### src/sv/rle_pkg.sv
package rle_pkg;

   // default number of encoded bytes per output word
   localparam int OUT_LANES_DEF = 4;

   // one bank of the literal store, two banks in the RAM
   localparam int STORE_DEPTH = 128;
   localparam int IDX_W       = $clog2(STORE_DEPTH);
   localparam int ADDR_W      = IDX_W + 1;
   localparam int STORE_WORDS = 2 * STORE_DEPTH;

   // command queue between front and back
   localparam int CMD_DEPTH = 2;

   localparam logic [7:0] LIT_BASE = 8'd128;
   localparam logic [7:0] RUN_MAX  = 8'd128;

   localparam logic OP_DATA = 1'b0;
   localparam logic OP_END  = 1'b1;

   typedef enum logic [1:0] {
      CMD_PAIR,
      CMD_LIT,
      CMD_EMPTY
   } cmd_kind_type;

   // one unit of back-end work: a repeat pair, a literal flush or an empty end word
   typedef struct packed {
      cmd_kind_type kind;
      logic [7:0]   len;
      logic [7:0]   value;
      logic         bank;
      logic         is_end;
   } cmd_type;

   typedef struct packed {
      logic              en;
      logic [ADDR_W-1:0] addr;
      logic [7:0]        data;
   } ram_wr_type;

   typedef struct packed {
      logic valid;
      logic bank;
   } bank_done_type;

endpackage

### src/sv/rle_if.sv
interface rle_req_if;
   logic       valid;
   logic       ready;
   logic       op;
   logic [7:0] data_byte;

   modport source (output valid, op, data_byte, input ready);
   modport sink (input valid, op, data_byte, output ready);
endinterface

interface rle_rsp_if #(
   parameter int OUT_LANES = rle_pkg::OUT_LANES_DEF
);
   logic                             valid;
   logic                             ready;
   logic [OUT_LANES*8-1:0]           lanes;
   logic [$clog2(OUT_LANES+1)-1:0]   byte_count;
   logic                             run_last;
   logic                             stream_end;

   modport source (output valid, lanes, byte_count, run_last, stream_end, input ready);
   modport sink (input valid, lanes, byte_count, run_last, stream_end, output ready);
endinterface

### src/sv/rle_ram.sv
module rle_ram #(
   parameter int WIDTH = 8,
   parameter int DEPTH = 256
) (
   input  logic                     clock,
   input  logic                     wr_en,
   input  logic [$clog2(DEPTH)-1:0] wr_addr,
   input  logic [WIDTH-1:0]         wr_data,
   input  logic [$clog2(DEPTH)-1:0] rd_addr,
   output logic [WIDTH-1:0]         rd_data
);
   logic [WIDTH-1:0] mem_ff [DEPTH];
   logic [WIDTH-1:0] rd_data_ff;

   always_ff @(posedge clock) begin
      if (wr_en) begin
         mem_ff[wr_addr] <= wr_data;
      end
      rd_data_ff <= mem_ff[rd_addr];
   end

   assign rd_data = rd_data_ff;
endmodule

### src/sv/rle_front.sv
module rle_front (
   input  logic                   clock,
   input  logic                   reset,
   rle_req_if.sink                req_chan,
   input  logic                   q_full,
   output logic                   push_valid,
   output rle_pkg::cmd_type       push_cmd,
   output rle_pkg::ram_wr_type    ram_wr,
   input  rle_pkg::bank_done_type bank_done
);
   import rle_pkg::*;

   logic [7:0] len_ff, len_in;
   logic       rep_ff, rep_in;
   logic [7:0] last_ff, last_in;
   logic       bank_ff, bank_in;
   logic [1:0] busy_ff, busy_in;
   logic       accept;
   logic       flip;

   // hold input while the queue is full or the bank being filled is still draining
   assign req_chan.ready = !q_full && !busy_ff[bank_ff];
   assign accept = req_chan.valid && req_chan.ready;

   always_comb begin
      len_in     = len_ff;
      rep_in     = rep_ff;
      last_in    = last_ff;
      flip       = 1'b0;
      push_valid = 1'b0;
      push_cmd   = '{kind: CMD_EMPTY, len: len_ff, value: last_ff, bank: bank_ff,
                     is_end: 1'b0};
      ram_wr     = '{en: 1'b0, addr: {bank_ff, len_ff[IDX_W-1:0]},
                     data: req_chan.data_byte};
      if (accept) begin
         if (req_chan.op == OP_END) begin
            push_valid      = 1'b1;
            push_cmd.is_end = 1'b1;
            if (rep_ff) begin
               push_cmd.kind = CMD_PAIR;
            end else if (len_ff != 8'd0) begin
               push_cmd.kind = CMD_LIT;
               flip          = 1'b1;
            end else begin
               push_cmd.kind = CMD_EMPTY;
            end
            len_in = 8'd0;
            rep_in = 1'b0;
         end else if (rep_ff) begin
            if (req_chan.data_byte != last_ff) begin
               // close the repeat run, open a literal run of one
               push_valid    = 1'b1;
               push_cmd.kind = CMD_PAIR;
               ram_wr.en     = 1'b1;
               ram_wr.addr   = {bank_ff, IDX_W'(0)};
               len_in        = 8'd1;
               rep_in        = 1'b0;
               last_in       = req_chan.data_byte;
            end else if (len_ff == RUN_MAX) begin
               push_valid    = 1'b1;
               push_cmd.kind = CMD_PAIR;
               len_in        = 8'd1;
            end else begin
               len_in = len_ff + 8'd1;
            end
         end else begin
            ram_wr.en = 1'b1;
            last_in   = req_chan.data_byte;
            if (len_ff != 8'd0 && req_chan.data_byte == last_ff) begin
               rep_in = 1'b1;
               len_in = 8'd2;
               if (len_ff >= 8'd2) begin
                  // flush the literals before the equal pair
                  push_valid    = 1'b1;
                  push_cmd.kind = CMD_LIT;
                  push_cmd.len  = len_ff - 8'd1;
                  flip          = 1'b1;
               end
            end else if (len_ff == 8'(STORE_DEPTH - 1)) begin
               push_valid    = 1'b1;
               push_cmd.kind = CMD_LIT;
               push_cmd.len  = len_ff + 8'd1;
               flip          = 1'b1;
               len_in        = 8'd0;
            end else begin
               len_in = len_ff + 8'd1;
            end
         end
      end
      bank_in = flip ? ~bank_ff : bank_ff;
      busy_in = busy_ff;
      if (bank_done.valid) begin
         busy_in[bank_done.bank] = 1'b0;
      end
      if (flip) begin
         busy_in[bank_ff] = 1'b1;
      end
   end

   always_ff @(posedge clock) begin
      if (reset) begin
         len_ff  <= 8'd0;
         rep_ff  <= 1'b0;
         bank_ff <= 1'b0;
         busy_ff <= 2'b00;
      end else begin
         len_ff  <= len_in;
         rep_ff  <= rep_in;
         bank_ff <= bank_in;
         busy_ff <= busy_in;
      end
      last_ff <= last_in;
   end
endmodule

### src/sv/rle_cmd_fifo.sv
module rle_cmd_fifo (
   input  logic             clock,
   input  logic             reset,
   input  logic             push_valid,
   input  rle_pkg::cmd_type push_cmd,
   output logic             full,
   input  logic             pop,
   output rle_pkg::cmd_type head,
   output logic             empty
);
   import rle_pkg::*;

   localparam int PTR_W  = $clog2(CMD_DEPTH);
   localparam int FILL_W = $clog2(CMD_DEPTH + 1);

   cmd_type           slot_ff [CMD_DEPTH];
   logic [PTR_W-1:0]  wr_ptr_ff, wr_ptr_in;
   logic [PTR_W-1:0]  rd_ptr_ff, rd_ptr_in;
   logic [FILL_W-1:0] fill_ff, fill_in;
   logic              do_push, do_pop;

   assign full    = fill_ff == FILL_W'(CMD_DEPTH);
   assign empty   = fill_ff == '0;
   assign head    = slot_ff[rd_ptr_ff];
   assign do_push = push_valid && !full;
   assign do_pop  = pop && !empty;

   always_comb begin
      wr_ptr_in = wr_ptr_ff;
      rd_ptr_in = rd_ptr_ff;
      fill_in   = fill_ff;
      if (do_push) begin
         wr_ptr_in = (wr_ptr_ff == PTR_W'(CMD_DEPTH - 1)) ? '0 : wr_ptr_ff + PTR_W'(1);
      end
      if (do_pop) begin
         rd_ptr_in = (rd_ptr_ff == PTR_W'(CMD_DEPTH - 1)) ? '0 : rd_ptr_ff + PTR_W'(1);
      end
      if (do_push && !do_pop) begin
         fill_in = fill_ff + FILL_W'(1);
      end else if (do_pop && !do_push) begin
         fill_in = fill_ff - FILL_W'(1);
      end
   end

   always_ff @(posedge clock) begin
      if (reset) begin
         wr_ptr_ff <= '0;
         rd_ptr_ff <= '0;
         fill_ff   <= '0;
      end else begin
         wr_ptr_ff <= wr_ptr_in;
         rd_ptr_ff <= rd_ptr_in;
         fill_ff   <= fill_in;
      end
      if (do_push) begin
         slot_ff[wr_ptr_ff] <= push_cmd;
      end
   end
endmodule

### src/sv/rle_back.sv
module rle_back #(
   parameter int OUT_LANES = rle_pkg::OUT_LANES_DEF
) (
   input  logic                        clock,
   input  logic                        reset,
   input  logic                        q_empty,
   input  rle_pkg::cmd_type            q_head,
   output logic                        pop,
   output logic [rle_pkg::ADDR_W-1:0]  rd_addr,
   input  logic [7:0]                  rd_data,
   output rle_pkg::bank_done_type      bank_done,
   rle_rsp_if.source                   rsp_chan
);
   import rle_pkg::*;

   localparam int CNT_W  = $clog2(OUT_LANES + 1);
   localparam int LANE_W = $clog2(OUT_LANES);

   typedef enum logic [3:0] {
      S_IDLE  = 4'b0001,
      S_FIRST = 4'b0010,
      S_PAIR  = 4'b0100,
      S_BODY  = 4'b1000
   } state_type;

   state_type              state_ff, state_in;
   cmd_type                cmd_ff, cmd_in;
   logic [IDX_W-1:0]       idx_ff, idx_in;
   logic [LANE_W-1:0]      cnt_ff;
   logic [7:0]             asm_ff [OUT_LANES];
   logic                   rsp_valid_ff;
   logic [OUT_LANES*8-1:0] lanes_ff, lanes_next;
   logic [CNT_W-1:0]       count_ff;
   logic                   run_last_ff;
   logic                   stream_end_ff;

   logic       out_free;
   logic       bv, blast, empty_word;
   logic [7:0] bval;
   logic       send, step;

   assign out_free = !rsp_valid_ff || rsp_chan.ready;

   // byte source for the current command
   always_comb begin
      bv         = 1'b0;
      blast      = 1'b0;
      empty_word = 1'b0;
      bval       = cmd_ff.len;
      case (state_ff)
         S_FIRST: begin
            case (cmd_ff.kind)
               CMD_EMPTY: empty_word = 1'b1;
               CMD_LIT: begin
                  bv   = 1'b1;
                  bval = cmd_ff.len + LIT_BASE;
               end
               default: bv = 1'b1;
            endcase
         end
         S_PAIR: begin
            bv    = 1'b1;
            bval  = cmd_ff.value;
            blast = 1'b1;
         end
         S_BODY: begin
            bv    = 1'b1;
            bval  = rd_data;
            blast = {1'b0, idx_ff} == cmd_ff.len - 8'd1;
         end
         default: ;
      endcase
   end

   assign send = empty_word || (bv && (blast || cnt_ff == LANE_W'(OUT_LANES - 1)));
   assign step = (bv || empty_word) && (out_free || !send);

   always_comb begin
      for (int j = 0; j < OUT_LANES; j++) begin
         if (j < int'(cnt_ff)) begin
            lanes_next[j*8 +: 8] = asm_ff[j];
         end else if (j == int'(cnt_ff) && bv) begin
            lanes_next[j*8 +: 8] = bval;
         end else begin
            lanes_next[j*8 +: 8] = 8'd0;
         end
      end
   end

   always_comb begin
      state_in  = state_ff;
      cmd_in    = cmd_ff;
      idx_in    = idx_ff;
      pop       = 1'b0;
      bank_done = '{valid: 1'b0, bank: cmd_ff.bank};
      case (state_ff)
         S_IDLE: begin
            if (!q_empty) begin
               pop      = 1'b1;
               cmd_in   = q_head;
               idx_in   = '0;
               state_in = S_FIRST;
            end
         end
         S_FIRST: begin
            if (step) begin
               case (cmd_ff.kind)
                  CMD_EMPTY: state_in = S_IDLE;
                  CMD_LIT:   state_in = S_BODY;
                  default:   state_in = S_PAIR;
               endcase
            end
         end
         S_PAIR: begin
            if (step) begin
               state_in = S_IDLE;
            end
         end
         S_BODY: begin
            if (step) begin
               if (blast) begin
                  state_in        = S_IDLE;
                  bank_done.valid = 1'b1;
               end else begin
                  idx_in = idx_ff + IDX_W'(1);
               end
            end
         end
         default: state_in = S_IDLE;
      endcase
   end

   // address from the next index so the registered read lines up with idx_ff
   assign rd_addr = {cmd_in.bank, idx_in};

   always_ff @(posedge clock) begin
      if (reset) begin
         state_ff     <= S_IDLE;
         cnt_ff       <= '0;
         rsp_valid_ff <= 1'b0;
      end else begin
         state_ff <= state_in;
         if (step && send) begin
            rsp_valid_ff <= 1'b1;
            cnt_ff       <= '0;
         end else begin
            if (rsp_chan.ready) begin
               rsp_valid_ff <= 1'b0;
            end
            if (step) begin
               cnt_ff <= cnt_ff + LANE_W'(1);
            end
         end
      end
      cmd_ff <= cmd_in;
      idx_ff <= idx_in;
      if (step && send) begin
         lanes_ff      <= lanes_next;
         count_ff      <= empty_word ? '0 : CNT_W'(cnt_ff) + CNT_W'(1);
         run_last_ff   <= blast || empty_word;
         stream_end_ff <= (blast || empty_word) && cmd_ff.is_end;
      end else if (step) begin
         asm_ff[cnt_ff] <= bval;
      end
   end

   assign rsp_chan.valid      = rsp_valid_ff;
   assign rsp_chan.lanes      = lanes_ff;
   assign rsp_chan.byte_count = count_ff;
   assign rsp_chan.run_last   = run_last_ff;
   assign rsp_chan.stream_end = stream_end_ff;
endmodule

### src/sv/run_length_byte_encoder.sv
// Run-length byte encoder, byte-oriented repeat/literal code.
// req_chan carries one word per raw byte (op data) or an end-of-stream mark (op end).
// rsp_chan carries OUT_LANES encoded bytes per word, packed low lane first, with
// byte_count, run_last on the last word of each encoded run, stream_end on the
// last word of an end-of-stream flush.
// Flow: a request word that closes a run is classified combinationally and queued;
// the back end pops the command into its command register, then emits one encoded
// byte per cycle, limited by the single store read port, unless a finished output
// word is still held by a stalled receiver.
// Throughput: one request word per cycle while the two-deep command queue has room
// and the store bank being filled is not still being drained by a flush.
// Reset clears run state, bank ownership, the queue and the output register;
// the literal store is never read before it is written and needs no clearing.
// A stalled receiver holds the output word; the back end stops, the queue fills and
// req_chan.ready drops, with no word lost.
module run_length_byte_encoder #(
   parameter int OUT_LANES = rle_pkg::OUT_LANES_DEF
) (
   input logic       clock,
   input logic       reset,
   rle_req_if.sink   req_chan,
   rle_rsp_if.source rsp_chan
);
   import rle_pkg::*;

   // front to queue
   logic          q_full;
   logic          push_valid;
   cmd_type       push_cmd;

   // queue to back
   logic          q_empty;
   logic          pop;
   cmd_type       q_head;

   // literal store traffic: front writes one bank, back drains the other
   ram_wr_type    ram_wr;
   logic [ADDR_W-1:0] rd_addr;
   logic [7:0]    rd_data;
   bank_done_type bank_done;

   // classify bytes, track the open run, fill the store
   rle_front u_front (
      .clock      (clock),
      .reset      (reset),
      .req_chan   (req_chan),
      .q_full     (q_full),
      .push_valid (push_valid),
      .push_cmd   (push_cmd),
      .ram_wr     (ram_wr),
      .bank_done  (bank_done)
   );

   // decouple classification from output packing
   rle_cmd_fifo u_fifo (
      .clock      (clock),
      .reset      (reset),
      .push_valid (push_valid),
      .push_cmd   (push_cmd),
      .full       (q_full),
      .pop        (pop),
      .head       (q_head),
      .empty      (q_empty)
   );

   // two banks of literal store in one RAM, bank select in the top address bit
   rle_ram #(
      .WIDTH (8),
      .DEPTH (STORE_WORDS)
   ) u_store (
      .clock   (clock),
      .wr_en   (ram_wr.en),
      .wr_addr (ram_wr.addr),
      .wr_data (ram_wr.data),
      .rd_addr (rd_addr),
      .rd_data (rd_data)
   );

   // emit headers and bytes, pack them into output words
   rle_back #(
      .OUT_LANES (OUT_LANES)
   ) u_back (
      .clock     (clock),
      .reset     (reset),
      .q_empty   (q_empty),
      .q_head    (q_head),
      .pop       (pop),
      .rd_addr   (rd_addr),
      .rd_data   (rd_data),
      .bank_done (bank_done),
      .rsp_chan  (rsp_chan)
   );

   // the end mark always closes the words of its request
   a_end_is_last: assert property (@(posedge clock) disable iff (reset)
      rsp_chan.valid && rsp_chan.stream_end |-> rsp_chan.run_last)
      else $error("stream_end without run_last");

   // an empty word only reports an end with nothing pending
   a_empty_at_end: assert property (@(posedge clock) disable iff (reset)
      rsp_chan.valid && rsp_chan.byte_count == '0 |-> rsp_chan.stream_end)
      else $error("empty output word outside end of stream");

   // never drop a command into a full queue
   a_no_push_full: assert property (@(posedge clock) disable iff (reset)
      push_valid |-> !q_full)
      else $error("command pushed into full queue");

   // the bank being handed back is never the one being written
   a_bank_handoff: assert property (@(posedge clock) disable iff (reset)
      ram_wr.en && bank_done.valid |-> ram_wr.addr[ADDR_W-1] != bank_done.bank)
      else $error("store write into a bank still being drained");
endmodule
### src/flat_wrapper.sv
// flat-port wrapper written by rule: the top's interface ports become plain ports
module run_length_byte_encoder_flat import rle_pkg::*;
#(
   parameter int OUT_LANES = rle_pkg::OUT_LANES_DEF
)
  (clock, reset, req_chan_valid, req_chan_op, req_chan_data_byte, req_chan_ready, rsp_chan_valid, rsp_chan_lanes, rsp_chan_byte_count, rsp_chan_run_last, rsp_chan_stream_end, rsp_chan_ready);
  rle_req_if req_chan_i ();
  rle_rsp_if #(.OUT_LANES(OUT_LANES)) rsp_chan_i ();
  input logic clock;
  input logic reset;
  input wire logic [$bits(req_chan_i.valid)-1:0] req_chan_valid;
  input wire logic [$bits(req_chan_i.op)-1:0] req_chan_op;
  input wire logic [$bits(req_chan_i.data_byte)-1:0] req_chan_data_byte;
  output wire logic [$bits(req_chan_i.ready)-1:0] req_chan_ready;
  output wire logic [$bits(rsp_chan_i.valid)-1:0] rsp_chan_valid;
  output wire logic [$bits(rsp_chan_i.lanes)-1:0] rsp_chan_lanes;
  output wire logic [$bits(rsp_chan_i.byte_count)-1:0] rsp_chan_byte_count;
  output wire logic [$bits(rsp_chan_i.run_last)-1:0] rsp_chan_run_last;
  output wire logic [$bits(rsp_chan_i.stream_end)-1:0] rsp_chan_stream_end;
  input wire logic [$bits(rsp_chan_i.ready)-1:0] rsp_chan_ready;
  assign req_chan_i.valid = req_chan_valid;
  assign req_chan_i.op = req_chan_op;
  assign req_chan_i.data_byte = req_chan_data_byte;
  assign req_chan_ready = req_chan_i.ready;
  assign rsp_chan_valid = rsp_chan_i.valid;
  assign rsp_chan_lanes = rsp_chan_i.lanes;
  assign rsp_chan_byte_count = rsp_chan_i.byte_count;
  assign rsp_chan_run_last = rsp_chan_i.run_last;
  assign rsp_chan_stream_end = rsp_chan_i.stream_end;
  assign rsp_chan_i.ready = rsp_chan_ready;
  run_length_byte_encoder #(.OUT_LANES(OUT_LANES)) u_core (.clock(clock), .reset(reset), .req_chan(req_chan_i), .rsp_chan(rsp_chan_i));
endmodule
### config.mk
export PLATFORM = sky130hd
export DESIGN_NAME = run_length_byte_encoder_flat
export DESIGN_NICKNAME = d
export VERILOG_FILES = /design/src/sv/rle_pkg.sv /design/src/sv/rle_if.sv /design/src/sv/rle_ram.sv /design/src/sv/rle_front.sv /design/src/sv/rle_cmd_fifo.sv /design/src/sv/rle_back.sv /design/src/sv/run_length_byte_encoder.sv /design/src/flat_wrapper.sv
export SDC_FILE = /design/constraint.sdc
export NUM_CORES = 2
export LEC_CHECK = 0
export ABC_AREA = 1
export BUFFER_PORTS_ARGS = -buffer_cell sky130_fd_sc_hd__buf_2
export CAP_MARGIN = 20
export CORE_AREA = 5 5 408 570
export DETAILED_ROUTE_END_ITERATION = 16
export DIE_AREA = 0 0 413 575
export PLACE_DENSITY = 0.56
export SLEW_MARGIN = 15
export SYNTH_ARGS = -nofsm -noshare
export SYNTH_HDL_FRONTEND = slang
export SYNTH_SLANG_ARGS = --single-unit
### constraint.sdc
create_clock -name clock -period 10.7 [get_ports clock]
set_clock_uncertainty 0.1 [all_clocks]
set_input_delay 1.605 -clock clock [delete_from_list [all_inputs] [get_ports clock]]
set_output_delay 1.605 -clock clock [all_outputs]
set_load 0.03 [all_outputs]
# Word level (Yosys, flattened, before mapping)
# Memory sizes are Yosys's and may differ from the RTL's. A register that Yosys moved wholly into a read port is not among the register bits.
# Index checks and enable logic that the tools add are counted.
# classes
magnitude_cmp,8
n_mux,98
add_sub_neg,11
bitwise_logic,6
reduce_logical,40
n_eq_ne,22
# ops
operator,count
$mux W8,18
$mux W1,45
$mux W10,4
$mux W9,3
$mux W2,12
$pmux W8 S3,1
$mux W7,3
$mux W4,5
$logic_and A1 B1 Y1,17
$pmux W4 S4,1
$sub A8 B1 Y8 const B,2
$pmux W7 S2,1
$ne A2 B2 Y1 const B,5
$add A8 B1 Y8 const B,1
$add A8 B8 Y8 const B,1
$eq A7 B8 Y1,1
$eq A8 B7 Y1 const B,1
$eq A8 B8 Y1,1
$eq A8 B8 Y1 const B,1
$ge A8 B2 Y1 const B,1
$ne A8 B8 Y1,1
$pmux W4 S2,1
$reduce_bool A8 Y1,1
$add A7 B1 Y7 const B,1
other kinds (31),57
# totals
mem_count,3
reg_bits,95
word_cells,210
input_bits,13
out_inout_bits,39
ram_bits,2120
# mem_list
name,words,width,rd,rd_ports_with_merged_regs,wr,line_no,text
u_core.u_store.mem_ff,256,8,1,1,1,rle_ram.sv:12,logic [WIDTH-1:0] mem_ff [DEPTH];
u_core.u_fifo.slot_ff,2,20,1,1,1,rle_cmd_fifo.sv:16,cmd_type slot_ff [CMD_DEPTH];
u_core.u_back.asm_ff,4,8,3,0,1,rle_back.sv:30,logic [7:0] asm_ff [OUT_LANES];

# Longest topological paths before layout
# depth
ltp_word,14
ltp_mapped,30
depth_no_buf,27

# Cells and area by module
# From an unflattened synthesis, not the netlist that was laid out.
# unflattened
cells_unflattened,7819
area_unflattened_um2,91216.2
# modules_own_cells
mod,cells_each,area_each_um2,n_inst,seq_area_each_um2
rle_ram,7003,83396.2,1,61659.1
rle_back,426,4291.6,1,2702.6
rle_front,291,1839.3,1,480.5
rle_cmd_fifo,99,1689.1,1,1301.2

# Worst setup path before layout
# OpenSTA, ideal clock, no wires.
# synth_timing
path_type,input-to-reg
startpoint,input port req_chan_data_byte[1]
endpoint,memory u_core.u_fifo.slot_ff[1][0] in the netlist's numbering (enable)
t_arrival_ns,4.320
path_slack_ns,5.882
path_stages,10
t_required_ns,10.202
path_buffers,0
setup_ns,0.398
cell_sequence,or2_2 -> a2111oi_0 -> nand2_1 -> nor2_1 -> nor2_1 -> inv_1 -> nand2_1 -> a31oi_1 -> inv_1 -> nor2_1
# synth_via
elab_chain_len,9
word_cells_on_any_way,11
classes_between,eq/ne: 2; mux: 7; reduce/logical: 2
# synth_rtl
element,line_no,text
start: declaration,flat_wrapper.sv:13,input wire logic [$bits(req_chan_i.data_byte)-1:0] req_chan_data_byte;
$eq A8 B8 Y1,rle_front.sv:69,if (len_ff != 8'd0 && req_chan.data_byte == last_ff) begin
$logic_and A1 B1 Y1,rle_front.sv:69,
$mux W1,rle_front.sv:69,
$mux W1 *,rle_front.sv:49,end else if (rep_ff) begin
$mux W1 *,rle_front.sv:36,if (req_chan.op == OP_END) begin
$mux W1 *,rle_front.sv:35,if (accept) begin
$logic_and A1 B1 Y1 *,rle_cmd_fifo.sv:25,assign do_push = push_valid && !full;
named net u_core.u_fifo.do_push,rle_cmd_fifo.sv:20,"logic do_push, do_pop;"
$mux W1 *,rle_cmd_fifo.sv:55,if (do_push) begin
$mux W1 (not written as such) *,rle_cmd_fifo.sv:56,slot_ff[wr_ptr_ff] <= push_cmd;
end: declaration,rle_cmd_fifo.sv:16,
# The timed path passes the listed nets; every way through them passes the cells marked *.

# Final worst setup path
# layout_timing
startpoint,register u_core.u_back.cmd_ff[10] in the netlist's numbering
endpoint,"register u_core.u_store.rd_data_ff[2], in the netlist u_core.u_store.rd_data[2], read port of u_core.u_store.mem_ff"
# layout_via
elab_chain_len,11
word_cells_on_any_way,12
classes_between,add/sub: 1; eq/ne: 1; mux: 4; reduce/logical: 6
# layout_rtl
element,line_no,text
start: declaration,rle_back.sv:27,"cmd_type cmd_ff, cmd_in;"
start signal: assignment,rle_back.sv:155,cmd_ff <= cmd_in;
$sub A8 B1 Y8 *,rle_back.sv:69,"blast = {1'b0, idx_ff} == cmd_ff.len - 8'd1;"
$eq A7 B8 Y1 *,rle_back.sv:69,
$pmux W1 S2 *,rle_back.sv:50,case (state_ff)
$logic_or A1 B1 Y1,rle_back.sv:75,assign send = empty_word || (bv && (blast || cnt_ff == LANE_W'(OUT_LANES - 1)));
$logic_and A1 B1 Y1,rle_back.sv:75,
$logic_or A1 B1 Y1,rle_back.sv:75,
$logic_not A1 Y1,rle_back.sv:76,assign step = (bv || empty_word) && (out_free || !send);
$logic_or A1 B1 Y1,rle_back.sv:76,
$logic_and A1 B1 Y1,rle_back.sv:76,
$mux W7 *,rle_back.sv:120,if (step) begin
$pmux W7 S2 *,rle_back.sv:96,case (state_ff)
end: declaration,rle_ram.sv:13,logic [WIDTH-1:0] rd_data_ff;
# Mark *: on every way between the ends. The rest lies on a longest branch, timed or not.
# A chain may end at the register's enable or synchronous reset.

==> key figures <==
Floorplanning
  • Die width: 413 um
  • # rows: 207
  • Die Y-Extent: 575 um
  • Placeable Area: 227000 sq um
  • Die area: 237000 sq um
  • Initial Utilization: 0.428
  • Boundary Pins: 52

Setup path
  • WP depth: 26
  • Crit-path max FO: 93
  • R2R setup slack: 4440 ps
  • CP Capture Point: u_core.u_store.rd_data[2]$_DFF_P_
  • CP startpoint: u_core.u_back.cmd_ff[10]$_DFFE_PP_
  • Crit path largest cell delay: 750 ps
  • CP top delay family: simple AND/OR/NAND/NOR gates
  • Slowest-stage cell, CP: buf_4
  • Crit end category: flip-flop
  • Reg2reg path depth: 26
  • Cell seen most often among critical-path stages: nand2_1
  • Crit path buf inv count: 3
  • Crit path required time: 11410 ps
  • Crit Path Category: reg2reg
  • Setup crit start kind: flip-flop
  • Crit Reg-Reg Startpoint: u_core.u_back.cmd_ff[10]$_DFFE_PP_
  • Arrival @ worst endpoint: 6970 ps
  • R2r endpoint: u_core.u_store.rd_data[2]$_DFF_P_

Yosys
  • Asr flop ratio synth: 0
  • Synth Flop Type: edfxtp_1
  • Synth Instances: 8752
  • Number of synthesized flops with an enable pin: 2176
  • Area contributors post-synth: edfxtp_1 (67%), nand3_1 (10%), nand2_1 (6.7%)
  • Synth Area per Inst: 11.1 sq um
  • Synth top area share: 0.674
  • Cell area after synthesis: 96900 sq um
  • Register area share after synthesis: 0.682
  • Library cells used by synthesis: 44
  • Post-synth top area cell: edfxtp_1
  • Synth warn: 0
  • Synth Register Bits: 2216
  • Post-Syn Nets: 8779

Global route
  • Total global routing overflow: 0
  • Initial antenna violation count: 6
  • Total GRT Usage: 0.235
  • Largest net degree at the start of global routing: 204
  • First-pass GRT wire length: 420000 um
  • Vias in the first global route: 64100

Clock tree
  • # resized after CTS: 0
  • Clk slew on worst S/H paths: 60 ps
  • Inserted Clock Buffers: 217
  • Worst skew pair latency: 870 ps
  • H-tree depth: 4
  • Setup repair bufs after CTS: 0
  • Max clock buf depth: 4
  • Cts hold-fix bufs: 0
  • Root Driver: clkbuf_16
  • CTS Sinks: 2216
  • CTS tree: yes

Timing
  • Max_slew headroom: 0.243
  • RSZ-0062 raised after global routing: false
  • Peak Freq: 160 MHz
  • Fin crit share: 0.585
  • Count of final setup violators: 0
  • WHS: 360 ps
  • Final Hold Vio Count: 0
  • Number of max-slew violations in the final report: 0
  • Setup TNS: 0 ps
  • Least-Margin Pin Slew: 1130 ps
  • Final WS setup: 4440 ps
  • Final Critical Period: 6260 ps

Placement
  • Worst slack, placed: 3900 ps
  • Port bufs: 51
  • # placed instances: 11400
  • Placer's final routability congestion estimate: 0.906
  • DP Wirelength: 167000 um

Detailed routing
  • Wire per inst: 24.4 um
  • Via count: 64600
  • Drt pass-1 iters: 6
  • DRC: 0
  • Total Routed Length: 286000 um
  • Initial DRC count: 6612
  • Vias per cell: 5.50
  • ANT nets after route: 0

Worst hold path
  • Worst hold path type: reg2reg
  • Hold Path Origin: u_core.u_fifo.rd_ptr_ff$_SDFFE_PP0P_

Power
  • Power Density: 176 nW/um^2
  • Psw: 4400 uW
  • Seq pwr share: 0.520
  • Worst vdd ir: 121 uV
  • Int Power: 14400 uW
  • Leak: 0.0387 uW
  • Switching share of power: 0.235
  • Clock power share: 0.407
  • Comb power frac: 0.073
  • Overall Power: 18800 uW

Cells and area
  • Layout area overhead: 9.84%
  • Layout Cells excl Fill: 11700
  • Fill count: 20600
  • Final-stage net count: 8572
  • Most frequent cells in the layout: edfxtp_1 (2176), nand3_1 (2014), nand2_1 (1724)
  • Commonest non-fill, non-tap cell in the layout: edfxtp_1
  • Layout cells sized above 1: 0.0619

Job
  • Max cap viols: 0

Status
  • Status: finished, final reports clean
==> power groups by stage <==
| stage | registers (uW) | logic [uW] | clock network, uW |
|---|---|---|---|
| after floorplan | 9880 | 778 | 0 |
| after global placement | 9940 | 1370 | 0 |
| after detailed placement | 9940 | 1370 | 0 |
| after CTS | 9750 | 1380 | 7750 |
| after global routing | 9750 | 1490 | 8100 |
| final | 9750 | 1380 | 7630 |
==> Yosys cell counts (40+ instances only) <==
cell type / count
nand3_1: 2017
clkbuf_1: 229
nor2_1: 348
nand3b_1: 573
dfxtp_1: 40
o211ai_1: 112
nand2_1: 1735
edfxtp_1: 2176
o21ai_0: 56
buf_2: 311
inv_1: 929
a21oi_1: 40
==> flip-flops by register name, summed over array words and instances (netlist names), 7 cells and up, named ones only <==
signal	count
u_core.u_back.asm_ff	24
u_core.u_back.cmd_ff	19
u_core.u_back.idx_ff	7
u_core.u_back.rsp_chan.lanes	32
u_core.u_fifo.slot_ff	40
u_core.u_front.last_ff	8
u_core.u_front.len_ff	8
u_core.u_store.mem_ff	2048
u_core.u_store.rd_data	8
==> layer usage <==
layer	part of all wire	track usage	vias up
met5	0.00012	0	-
met4	0.057	0.117	6
met3	0.058	0.0294	617
met2	0.50	0.403	2276
met1	0.39	0.294	31800
li1	-	-	29800
==> worst min path at each step <==
stage	end	slack (ps)	cells past startpoint
floorplan	flip-flop	330	1
global placement	flip-flop	330	1
detailed placement	flip-flop	350	1
CTS	flip-flop	360	1
global route	u_core.u_fifo.slot_ff[0][8]$_DFFE_PP_	390	0
finish	u_core.u_fifo.rd_ptr_ff$_SDFFE_PP0P_	360	1
==> final cells by class <==
class / count / area [sq um] / share of cell area
clock buffer: 259 / 5630 / 0.0529
multi-input combinational: 4994 / 24700 / 0.232
tap: 3030 / 3790 / 0.0356
antenna: 2 / 5.00 / 0.0000470
timing repair buffer: 170 / 1390 / 0.0131
sequential: 2216 / 66100 / 0.621
clock inverter: 128 / 1280 / 0.0120
inverter: 946 / 3560 / 0.0334
==> cells by family (layout without fill, tap and decap cells) <==
family,count (synthesis),count (layout),synth area share
flops,2216,2216,0.682
simple gates,4701,4701,0.231
fa+ha+maj,14,14,0.00181
other cells,0,2,0
mux,20,20,0.00232
xor+xnor,13,13,0.00117
buf+inv,1542,1503,0.0646
compound gates,246,246,0.0164
==> stage by stage <==
step | util | cell area [sq um]
final | 0.470 | 106000
after global routing | 0.470 | 106000
after CTS | 0.470 | 106000
after detailed placement | 0.439 | 99500
after global placement | 0.439 | 99500
after floorplan | - | 96900
Note: power is estimated with default switching activity, not from simulation.
